==> config.mk <==
export PLATFORM = sky130hd
export DESIGN_NAME = eased_cubic_bezier_point
export DESIGN_NICKNAME = d
export VERILOG_FILES = /design/src/hdl/ebp_pkg.sv /design/src/hdl/eased_cubic_bezier_point.sv
export SDC_FILE = /design/constraint.sdc
export NUM_CORES = 2
export LEC_CHECK = 0
export BUFFER_PORTS_ARGS = -buffer_cell sky130_fd_sc_hd__buf_4
export CORE_UTILIZATION = 25
export DETAILED_ROUTE_END_ITERATION = 6
export PLACE_DENSITY_LB_ADDON = 0.1
export SLEW_MARGIN = 5
export SYNTH_ARGS = -nofsm -noshare
export SYNTH_HDL_FRONTEND = slang
export SYNTH_SLANG_ARGS = --single-unit
==> constraint.sdc <==
create_clock -name clk_i -period 18.57 [get_ports clk_i]
set_input_delay 0.9285 -clock clk_i [delete_from_list [all_inputs] [get_ports clk_i]]
set_output_delay 0.9285 -clock clk_i [all_outputs]
set_load 0.01 [all_outputs]
==> src/hdl/ebp_pkg.sv <==
// shared types and constants for the eased cubic bezier point unit
package ebp_pkg;

  localparam int COORD_BITS_DEF = 24;
  localparam int T_BITS         = 17;
  localparam int FRAC_BITS      = 16;
  localparam int DIV_BITS       = 8;
  localparam int CFG_DATA_BITS  = 8;

  localparam logic [T_BITS-1:0]   T_ONE       = T_BITS'(65536);
  localparam logic [DIV_BITS-1:0] TWEEN_RESET = DIV_BITS'(16);
  localparam logic                ANIM_RESET  = 1'b1;

  // configuration register indexes
  localparam logic CFG_TWEEN = 1'b0;
  localparam logic CFG_ANIM  = 1'b1;

  typedef enum logic [1:0] {
    KIND_SET  = 2'd0,
    KIND_TICK = 2'd1,
    KIND_PLOT = 2'd2
  } kind_e;

  typedef enum logic [1:0] {
    STEP_B  = 2'd0,
    STEP_C  = 2'd1,
    STEP_P0 = 2'd2
  } step_e;

  typedef enum logic [3:0] {
    ST_IDLE,
    ST_COEF1,
    ST_COEF2,
    ST_MUL,
    ST_ADD,
    ST_DLOAD,
    ST_DIV,
    ST_DSTORE,
    ST_OUT
  } state_e;

endpackage

==> src/hdl/eased_cubic_bezier_point.sv <==
// eased cubic bezier point unit: point store, tick easing divider, plot sequencer
//
// Keeps four current and four target control points in signed fixed point with
// 8 fraction bits. A plot beat evaluates the curve in Horner form on one shared
// multiplier, x axis then y axis, and holds the input until its result enters
// the output register, which waits while the output is stalled. A tick beat
// with animation on runs the eight coordinates one after another through a
// restoring divider that retires one quotient bit a cycle; with animation off a
// tick leaves the points unchanged. in_stall_o is high for the whole time a beat
// is being worked on. Only plot beats give a result.
module eased_cubic_bezier_point
  import ebp_pkg::*;
#(
  parameter int COORD_BITS = COORD_BITS_DEF
) (
  input  logic                         clk_i,
  input  logic                         rst_ni,
  input  logic                         cfg_we_i,
  input  logic                         cfg_idx_i,
  input  logic [CFG_DATA_BITS-1:0]     cfg_data_i,
  input  logic                         in_valid_i,
  output logic                         in_stall_o,
  input  logic [1:0]                   kind_i,
  input  logic [1:0]                   point_index_i,
  input  logic signed [COORD_BITS-1:0] point_x_i,
  input  logic signed [COORD_BITS-1:0] point_y_i,
  input  logic [T_BITS-1:0]            param_t_i,
  output logic                         out_valid_o,
  input  logic                         out_stall_i,
  output logic signed [COORD_BITS-1:0] curve_x_o,
  output logic signed [COORD_BITS-1:0] curve_y_o
);

  localparam int CB    = COORD_BITS;
  localparam int W     = CB + 5;             // horner accumulator width
  localparam int PW    = W + T_BITS + 1;     // product width
  localparam int MW    = CB + 1;             // divider magnitude width
  localparam int CNT_W = $clog2(CB + 1);
  localparam logic [CNT_W-1:0] BIT_LAST = CNT_W'(CB);
  localparam int RndHalf = 1 << (FRAC_BITS - 1);

  state_e state_q, state_d;

  logic [DIV_BITS-1:0] tween_q, tween_d;
  logic                anim_q, anim_d;

  logic signed [CB-1:0] cur_x_q [4];
  logic signed [CB-1:0] cur_y_q [4];
  logic signed [CB-1:0] tgt_x_q [4];
  logic signed [CB-1:0] tgt_y_q [4];
  logic signed [CB-1:0] cur_x_d [4];
  logic signed [CB-1:0] cur_y_d [4];
  logic signed [CB-1:0] tgt_x_d [4];
  logic signed [CB-1:0] tgt_y_d [4];

  logic             axis_q, axis_d;
  logic [1:0]       pt_q, pt_d;
  step_e            step_q, step_d;
  logic [CNT_W-1:0] bit_q, bit_d;

  logic [T_BITS-1:0]   t_q, t_d;
  logic signed [W-1:0] c_q, c_d;
  logic signed [W-1:0] b_q, b_d;
  logic signed [W-1:0] d21_q, d21_d;
  logic signed [W-1:0] d30_q, d30_d;
  logic signed [W-1:0] acc_q, acc_d;
  logic signed [PW-1:0] prod_q, prod_d;

  logic [DIV_BITS-1:0] dvsr_q, dvsr_d;
  logic [DIV_BITS-1:0] rem_q, rem_d;
  logic [MW-1:0]       dvd_q, dvd_d;
  logic                neg_q, neg_d;

  logic signed [CB-1:0] res_x_q, res_x_d;
  logic signed [CB-1:0] res_y_q, res_y_d;
  logic signed [CB-1:0] out_x_q, out_x_d;
  logic signed [CB-1:0] out_y_q, out_y_d;
  logic                 out_valid_q, out_valid_d;

  logic in_acc;
  logic out_free;

  // datapath helpers
  logic signed [W-1:0]  pw [4];
  logic signed [W-1:0]  diff10, diff21, diff30;
  logic signed [PW-1:0] rsum;
  logic signed [W-1:0]  rnd;
  logic signed [W-1:0]  addend;
  logic signed [W-1:0]  horner;
  logic signed [CB-1:0] horner_sat;
  logic signed [CB-1:0] cur_sel, tgt_sel;
  logic signed [CB:0]   ediff;
  logic [DIV_BITS:0]    rem_sh;
  logic                 quo_bit;
  logic signed [CB+1:0] eased;

  function automatic logic signed [CB-1:0] sat_coord(input logic signed [W-1:0] v);
    logic ovf;
    ovf = (v[W-1:CB-1] != {(W-CB+1){v[W-1]}});
    if (!ovf) begin
      return v[CB-1:0];
    end else if (v[W-1]) begin
      return {1'b1, {(CB-1){1'b0}}};
    end else begin
      return {1'b0, {(CB-1){1'b1}}};
    end
  endfunction

  assign in_stall_o  = (state_q != ST_IDLE);
  assign in_acc      = in_valid_i && !in_stall_o;
  assign out_free    = !out_valid_q || !out_stall_i;
  assign out_valid_o = out_valid_q;
  assign curve_x_o   = out_x_q;
  assign curve_y_o   = out_y_q;

  // arithmetic shared by the sequencer steps
  always_comb begin
    for (int i = 0; i < 4; i++) begin
      pw[i] = axis_q ? W'(cur_y_q[i]) : W'(cur_x_q[i]);
    end
    diff10 = pw[1] - pw[0];
    diff21 = pw[2] - pw[1];
    diff30 = pw[3] - pw[0];

    // round half up, then drop the 16 fraction bits of t
    rsum = prod_q + PW'(RndHalf);
    rnd  = rsum[W+FRAC_BITS-1:FRAC_BITS];
    case (step_q)
      STEP_B:  addend = b_q;
      STEP_C:  addend = c_q;
      STEP_P0: addend = pw[0];
      default: addend = pw[0];
    endcase
    horner     = rnd + addend;
    horner_sat = sat_coord(horner);

    cur_sel = axis_q ? cur_y_q[pt_q] : cur_x_q[pt_q];
    tgt_sel = axis_q ? tgt_y_q[pt_q] : tgt_x_q[pt_q];
    ediff   = (CB+1)'(tgt_sel) - (CB+1)'(cur_sel);

    rem_sh  = {rem_q, dvd_q[MW-1]};
    quo_bit = (rem_sh >= {1'b0, dvsr_q});

    // quotient truncated toward zero, sign put back
    if (neg_q) begin
      eased = (CB+2)'(cur_sel) - $signed({1'b0, dvd_q});
    end else begin
      eased = (CB+2)'(cur_sel) + $signed({1'b0, dvd_q});
    end
  end

  // next state
  always_comb begin
    state_d = state_q;
    case (state_q)
      ST_IDLE: begin
        if (in_acc) begin
          case (kind_e'(kind_i))
            KIND_TICK: state_d = anim_q ? ST_DLOAD : ST_IDLE;
            KIND_PLOT: state_d = ST_COEF1;
            default:   state_d = ST_IDLE;
          endcase
        end
      end
      ST_COEF1:  state_d = ST_COEF2;
      ST_COEF2:  state_d = ST_MUL;
      ST_MUL:    state_d = ST_ADD;
      ST_ADD: begin
        if (step_q == STEP_P0) begin
          state_d = axis_q ? ST_OUT : ST_COEF1;
        end else begin
          state_d = ST_MUL;
        end
      end
      ST_DLOAD:  state_d = ST_DIV;
      ST_DIV:    state_d = (bit_q == BIT_LAST) ? ST_DSTORE : ST_DIV;
      ST_DSTORE: state_d = (axis_q && pt_q == 2'd3) ? ST_IDLE : ST_DLOAD;
      ST_OUT:    state_d = out_free ? ST_IDLE : ST_OUT;
      default:   state_d = ST_IDLE;
    endcase
  end

  // datapath and register updates
  always_comb begin
    tween_d     = tween_q;
    anim_d      = anim_q;
    cur_x_d     = cur_x_q;
    cur_y_d     = cur_y_q;
    tgt_x_d     = tgt_x_q;
    tgt_y_d     = tgt_y_q;
    axis_d      = axis_q;
    pt_d        = pt_q;
    step_d      = step_q;
    bit_d       = bit_q;
    t_d         = t_q;
    c_d         = c_q;
    b_d         = b_q;
    d21_d       = d21_q;
    d30_d       = d30_q;
    acc_d       = acc_q;
    prod_d      = prod_q;
    dvsr_d      = dvsr_q;
    rem_d       = rem_q;
    dvd_d       = dvd_q;
    neg_d       = neg_q;
    res_x_d     = res_x_q;
    res_y_d     = res_y_q;
    out_x_d     = out_x_q;
    out_y_d     = out_y_q;
    out_valid_d = out_valid_q && out_stall_i;

    if (cfg_we_i) begin
      case (cfg_idx_i)
        CFG_TWEEN: tween_d = cfg_data_i[DIV_BITS-1:0];
        CFG_ANIM:  anim_d  = cfg_data_i[0];
        default:   tween_d = tween_q;
      endcase
    end

    case (state_q)
      ST_IDLE: begin
        axis_d = 1'b0;
        pt_d   = 2'd0;
        step_d = STEP_B;
        if (in_acc) begin
          case (kind_e'(kind_i))
            KIND_SET: begin
              tgt_x_d[point_index_i] = point_x_i;
              tgt_y_d[point_index_i] = point_y_i;
              if (!anim_q) begin
                cur_x_d[point_index_i] = point_x_i;
                cur_y_d[point_index_i] = point_y_i;
              end
            end
            KIND_TICK: begin
              dvsr_d = (tween_q == '0) ? DIV_BITS'(1) : tween_q;
            end
            KIND_PLOT: begin
              t_d = (param_t_i > T_ONE) ? T_ONE : param_t_i;
            end
            default: t_d = t_q;
          endcase
        end
      end
      ST_COEF1: begin
        c_d   = (diff10 <<< 1) + diff10;
        d21_d = (diff21 <<< 1) + diff21;
        d30_d = diff30;
      end
      ST_COEF2: begin
        // a = (p3 - p0) - c - b collapses to (p3 - p0) - 3(p2 - p1)
        b_d    = d21_q - c_q;
        acc_d  = d30_q - d21_q;
        step_d = STEP_B;
      end
      ST_MUL: begin
        prod_d = acc_q * $signed({1'b0, t_q});
      end
      ST_ADD: begin
        acc_d = horner;
        case (step_q)
          STEP_B:  step_d = STEP_C;
          STEP_C:  step_d = STEP_P0;
          STEP_P0: begin
            step_d = STEP_B;
            if (axis_q) begin
              res_y_d = horner_sat;
            end else begin
              res_x_d = horner_sat;
              axis_d  = 1'b1;
            end
          end
          default: step_d = STEP_B;
        endcase
      end
      ST_DLOAD: begin
        neg_d = ediff[CB];
        dvd_d = ediff[CB] ? MW'(-ediff) : MW'(ediff);
        rem_d = '0;
        bit_d = '0;
      end
      ST_DIV: begin
        rem_d = quo_bit ? DIV_BITS'(rem_sh - {1'b0, dvsr_q}) : rem_sh[DIV_BITS-1:0];
        dvd_d = {dvd_q[MW-2:0], quo_bit};
        bit_d = bit_q + CNT_W'(1);
      end
      ST_DSTORE: begin
        if (axis_q) begin
          cur_y_d[pt_q] = eased[CB-1:0];
        end else begin
          cur_x_d[pt_q] = eased[CB-1:0];
        end
        // x axis points first, then y axis
        if (pt_q == 2'd3) begin
          pt_d   = 2'd0;
          axis_d = 1'b1;
        end else begin
          pt_d = pt_q + 2'd1;
        end
      end
      ST_OUT: begin
        if (out_free) begin
          out_x_d     = res_x_q;
          out_y_d     = res_y_q;
          out_valid_d = 1'b1;
        end
      end
      default: acc_d = acc_q;
    endcase
  end

  // control state and point store
  always_ff @(posedge clk_i or negedge rst_ni) begin
    if (!rst_ni) begin
      state_q     <= ST_IDLE;
      tween_q     <= TWEEN_RESET;
      anim_q      <= ANIM_RESET;
      axis_q      <= 1'b0;
      pt_q        <= 2'd0;
      step_q      <= STEP_B;
      bit_q       <= '0;
      out_valid_q <= 1'b0;
      for (int i = 0; i < 4; i++) begin
        cur_x_q[i] <= '0;
        cur_y_q[i] <= '0;
        tgt_x_q[i] <= '0;
        tgt_y_q[i] <= '0;
      end
    end else begin
      state_q     <= state_d;
      tween_q     <= tween_d;
      anim_q      <= anim_d;
      axis_q      <= axis_d;
      pt_q        <= pt_d;
      step_q      <= step_d;
      bit_q       <= bit_d;
      out_valid_q <= out_valid_d;
      cur_x_q     <= cur_x_d;
      cur_y_q     <= cur_y_d;
      tgt_x_q     <= tgt_x_d;
      tgt_y_q     <= tgt_y_d;
    end
  end

  // working registers
  always_ff @(posedge clk_i) begin
    t_q     <= t_d;
    c_q     <= c_d;
    b_q     <= b_d;
    d21_q   <= d21_d;
    d30_q   <= d30_d;
    acc_q   <= acc_d;
    prod_q  <= prod_d;
    dvsr_q  <= dvsr_d;
    rem_q   <= rem_d;
    dvd_q   <= dvd_d;
    neg_q   <= neg_d;
    res_x_q <= res_x_d;
    res_y_q <= res_y_d;
    out_x_q <= out_x_d;
    out_y_q <= out_y_d;
  end

endmodule

# Yosys cells after proc, flatten, opt, wreduce, memory -nomap -nowiden
# Index checks and enable logic that the tools add are counted.
dict set report totals {
  register_bits 753
  latch_bits 0
  mem_bits_rw 0
  mem_bits_ro 0
  inputBits 83
  word_cells 185
  mem_count 0
}
dict set report classes {
  n_addsub 16
  multipliers 1
  div_mod_pow 0
  order_cmp 6
  eq_ne 22
  shifts 0
  n_mux 66
  n_bitwise 4
  n_reduce_logical 31
}
# op count
set op_table {}
lappend op_table {{96-bit 2-to-1 mux} 8}
lappend op_table {{96-bit bitwise mux} 6}
lappend op_table {{96-bit case mux with 2 select lines} 2}
lappend op_table {{24-bit 2-to-1 mux} 15}
lappend op_table {{24-bit binary-select mux with 2-bit select} 4}
lappend op_table {{29-bit subtractor} 5}
lappend op_table {{29-bit 2-to-1 mux} 4}
lappend op_table {{29-bit case mux with 2 select lines} 2}
lappend op_table {{24-bit demux with 2-bit select} 2}
lappend op_table {{29-bit adder} 3}
lappend op_table {{25-bit case mux with 2 select lines} 1}
lappend op_table {{45-bit by 17-bit adder with 45-bit output (second input constant)} 1}
lappend op_table {{29-bit by 18-bit multiplier with 45-bit output} 1}
lappend op_table {{4-bit case mux with 9 select lines} 1}
lappend op_table {{25-bit 2-to-1 mux} 1}
lappend op_table {{25-bit negation} 1}
lappend op_table {{24-bit by 24-bit subtractor with 25-bit output} 1}
lappend op_table {{24-bit adder} 1}
lappend op_table {{24-bit subtractor} 1}
lappend op_table {{3-bit AND reduction} 6}
lappend op_table {{17-bit > comparator (second input constant)} 1}
lappend op_table {{4-bit by 3-bit equality test with 1-bit output (second input constant)} 4}
lappend op_table {{4-bit 2-to-1 mux} 4}
lappend op_table {{8-bit case mux with 2 select lines} 1}
lappend op_table {{other kinds (36)} 70}

# Depth between registers and ports, before layout
dict set report logic_depth {
  word_depth 10
  depth_mapped 30
  ltp_nobuf 27
}

# Worst setup path after synthesis
# OpenSTA, ideal clock, no wires.
dict set report synth_timing {
  kind {reg2reg}
  from {register state_q[0]}
  to {register c_q[0], enable pin}
  setup_time_ns 0.639
  t_arrival_ns 6.623
  required_ns 17.931
  path_slack_ns 11.308
  stages_incl_launch_ff 4
  path_cell_list {dfrtp_1 -> clkbuf_1 -> nand2b_1 -> nor3_1}
}
dict set report synth_between {
  elab_chain_len 1
}
# element line
set synth_lines {}
lappend synth_lines {{start, declared} eased_cubic_bezier_point.sv:42} ;# state_e state_q, state_d;
lappend synth_lines {{start signal, assigned} eased_cubic_bezier_point.sv:330} ;# state_q <= state_d;
lappend synth_lines {{4-bit by 1-bit equality test with 1-bit output} eased_cubic_bezier_point.sv:220} ;# case (state_q)
lappend synth_lines {{end signal, assigned} eased_cubic_bezier_point.sv:348} ;# c_q <= c_d;
lappend synth_lines {{end, declared} eased_cubic_bezier_point.sv:62} ;# logic signed [W-1:0] c_q, c_d;
# Every way passes these cells.
# A chain may end at the register's enable or synchronous reset.

# Worst setup path after layout
dict set report layout_timing {
  from {register acc_q[17]}
  to {register prod_q[39] (data pin)}
}
dict set report layout_between {
  elab_chain_len 1
}
# element line
set layout_lines {}
lappend layout_lines {{start, declared} eased_cubic_bezier_point.sv:66} ;# logic signed [W-1:0] acc_q, acc_d;
lappend layout_lines {{start signal, assigned} eased_cubic_bezier_point.sv:352} ;# acc_q <= acc_d;
lappend layout_lines {{29-bit by 18-bit multiplier with 45-bit output} eased_cubic_bezier_point.sv:257} ;# prod_d = acc_q * $signed({1'b0, t_q});
lappend layout_lines {{end signal, assigned} eased_cubic_bezier_point.sv:353} ;# prod_q <= prod_d;
lappend layout_lines {{end, declared} eased_cubic_bezier_point.sv:67} ;# logic signed [PW-1:0] prod_q, prod_d;
# Every way passes these cells.

==> results.json <==
{
  "synth_area_per_cell_sq_um": 10.1,
  "period_minus_slack_ns": 7.58,
  "via_count": 45496,
  "grt_pass1_wl_um": 322000,
  "hold_viol": 0,
  "cpMostUsedCell": "fa_1",
  "clockRootBuffer": "clkbuf_16",
  "cts.sinks": 738,
  "yosys.area.top_type": "dfrtp_1",
  "cts.repair.resized": 0,
  "post_cts_buffers": 0,
  "r2r_cells": 23,
  "slew_violations": 0,
  "drtIter0Drc": 2123,
  "fp.dieArea_sq_mm": 0.253,
  "slowest_delay_ns": 0.72,
  "drtAntennaViolNets": 0,
  "slew_headroom_pct": 17.3,
  "ys.flop_type": "dfrtp_1",
  "synthTopCellsByArea": "dfrtp_1 (16%), edfxtp_1 (16%), fa_1 (15%)",
  "period_share_pct": 40.8,
  "cts_tree": "done",
  "synth-edff-count": 330,
  "fp.dieH_um": 503,
  "drt-pass1-iter-count": 5,
  "fp-row-count": 183,
  "overflow": 0,
  "required_ns": 19.03,
  "cp-start-kind": "flip-flop",
  "clock_skew_ns": 0.0682,
  "wl_um": 215000,
  "clockBufferDepth": 3,
  "ys_seq_elements": 738,
  "pre_cts_ws_ns": 10.95,
  "synth_top_area_share_pct": 16.2,
  "die_x_um": 503,
  "core_region_area_sq_mm": 0.249,
  "crit_slowest_cell": "edfxtp_1",
  "cp-end-kind": "flip-flop",
  "finalSetupViolCount": 0,
  "synth_area_sq_mm": 0.0628,
  "worst_skew_pair.late_latency_ns": 0.77,
  "async_flop_share_pct": 55.3,
  "first_global_vias": 48331,
  "crit_type": "flip-flop to flip-flop",
  "gp_congestion": 0.803,
  "hold_buffers": 0,
  "fmax_mhz": 132,
  "rsz0062_at_grt": "false",
  "cts_buffers": 100,
  "syn_to_final_growth_pct": 13.1,
  "ys_types": 95,
  "wl_per_cell_um": 22.2,
  "cp.arrival_ns": 8.04,
  "drc_errors": 0,
  "grt_use_total_pct": 17.1,
  "viasPerCell": 4.70,
  "synthTopCellsByCount": "inv_1 (768), nand2_1 (532), fa_1 (473)",
  "startpoint": "acc_q[17]",
  "totalNegativeSetupSlack_ns": 0,
  "yosysMostFrequentCell": "inv_1",
  "grt_start_max_net_pins": 144,
  "port_buffers": 132,
  "htree_levels": 3,
  "tightest_slew_ns": 1.24,
  "path_clk_slew_ns": 0.07,
  "timing.rr.start": "acc_q[17]",
  "setup_ws_ns": 10.99,
  "syn_nets": 7156,
  "synth_warnings": 0,
  "min_path_type": "input port to async pin",
  "outcome": "complete, no violations",
  "syn_inst": 6219,
  "num_io_pins": 133,
  "path_max_fanout": 17,
  "synth-seq-area-share_pct": 32.0,
  "dpl.hpwl_um": 164000,
  "drive_above_1_share_pct": 13.3,
  "nets": 7194,
  "antenna_found_initial": 9,
  "worstPathCellList": "and2_1 > fa_1 > inv_1 > fa_1 > fa_1 > inv_1 > fa_1 > fa_1 > inv_1 > fa_1 > inv_1 > ha_1 > a21o_1 > a21o_1 > a21oi_1 > o21ai_0 > a21o_1 > a31o_2 > a311oi_2 > nor2b_1 > a311o_1 > a21oi_1 > xnor2_1",
  "start_util_pct": 25.2,
  "maxCapViolCount": 0
}
## cell families (layout without fill, tap and decap cells)
group / Yosys count / after routing / share of synthesized area (%)
simple gates: 1516 / 1516 / 11.8
compound gates: 1282 / 1282 / 12.9
buf+inv: 1044 / 1160 / 6.28
fa+ha+maj: 854 / 854 / 22.7
flops: 738 / 738 / 32.0
mux: 460 / 460 / 9.80
xor+xnor: 325 / 325 / 4.54
other cells: 0 / 5 / 0
## final cells by class
cell class / instances / area (sq um)
Tap cell: 3330 / 4170
Fill cell: 26369 / 178000
Antenna cell: 5 / 12.5
Inverter: 769 / 2890
Multi-Input combinational cell: 4437 / 38900
Sequential cell: 738 / 20100
Clock inverter: 44 / 480
Clock buffer: 136 / 2830
Timing Repair Buffer: 211 / 1620
## cells in the final DEF (no fill, tap or decap), drive strengths merged, types with 211 or more instances in the layout
cell / Yosys / layout
edfxtp: 330 / 330
a21oi: 371 / 371
mux2: 277 / 277
xnor2: 225 / 225
fa: 473 / 473
nor2: 277 / 277
dfrtp: 406 / 406
ha: 381 / 381
nand2: 532 / 532
buf: 33 / 211
and2: 292 / 292
inv: 768 / 774
o21ai: 372 / 372
## metal layers
layer,global-route usage (%),vias to the layer above,routed length [um]
met5,0,-,23
met4,4.47,4,5810
met3,1.84,243,5550
met2,30.3,636,107000
met1,21.9,23264,96700
li1,-,21349,-
## worst paths after layout
kind	endpoint	slack (ns)
worst min register to register	curve_x_o[17]	0.42
worst max-delay path	prod_q[39]	10.99
worst max register to register	prod_q[39]	10.99
min in group clk_i	tween_q[5]	0.40
max in group asynchronous	cur_y_q[32]	16.00
worst min-delay path	tgt_x_q[44]	0.18
## state kept, by name, indices dropped and copies added, names as in the netlist, 2 cells and up
register / count
b_q: 29
res_x_q: 24
tgt_x_q: 96
d30_q: 29
d21_q: 29
state_q: 4
dvd_q: 25
step_q: 2
pt_q: 2
dvsr_q: 8
cur_y_q: 96
c_q: 29
res_y_q: 24
tween_q: 8
rem_q: 8
prod_q: 30
acc_q: 29
tgt_y_q: 96
cur_x_q: 96
curve_x_o: 24
bit_q: 5
t_q: 17
curve_y_o: 24
## stage by stage
stage / util (%) / std cells / hold WS [ns] / area (sq um)
finish: 28.5 / 9670 / 0.181 / 71100
global route: 28.5 / 9667 / 0.213 / 71100
CTS: 28.5 / 9665 / 0.212 / 71000
detailed placement: 27.2 / 9485 / 0.405 / 67700
global placement: 27.2 / 9485 / 0.405 / 67700
floorplan: - / 6219 / 0.400 / 62800
## worst max-delay path: cells and delay by family (launching register included)
family                   cells  cell delay (ns)
adder cells (fa/ha/maj)      7             3.39
AO/OA/AOI/OAI                9             2.44
AND/OR/NAND/NOR              2             0.45
XOR/XNOR                     1             0.08
flip-flops                   1             0.72
buffers and inverters        4             0.21
Power is left out: the tool's default activity adds up to more than one toggle a clock period on the data nets, which glitch-free logic cannot reach.
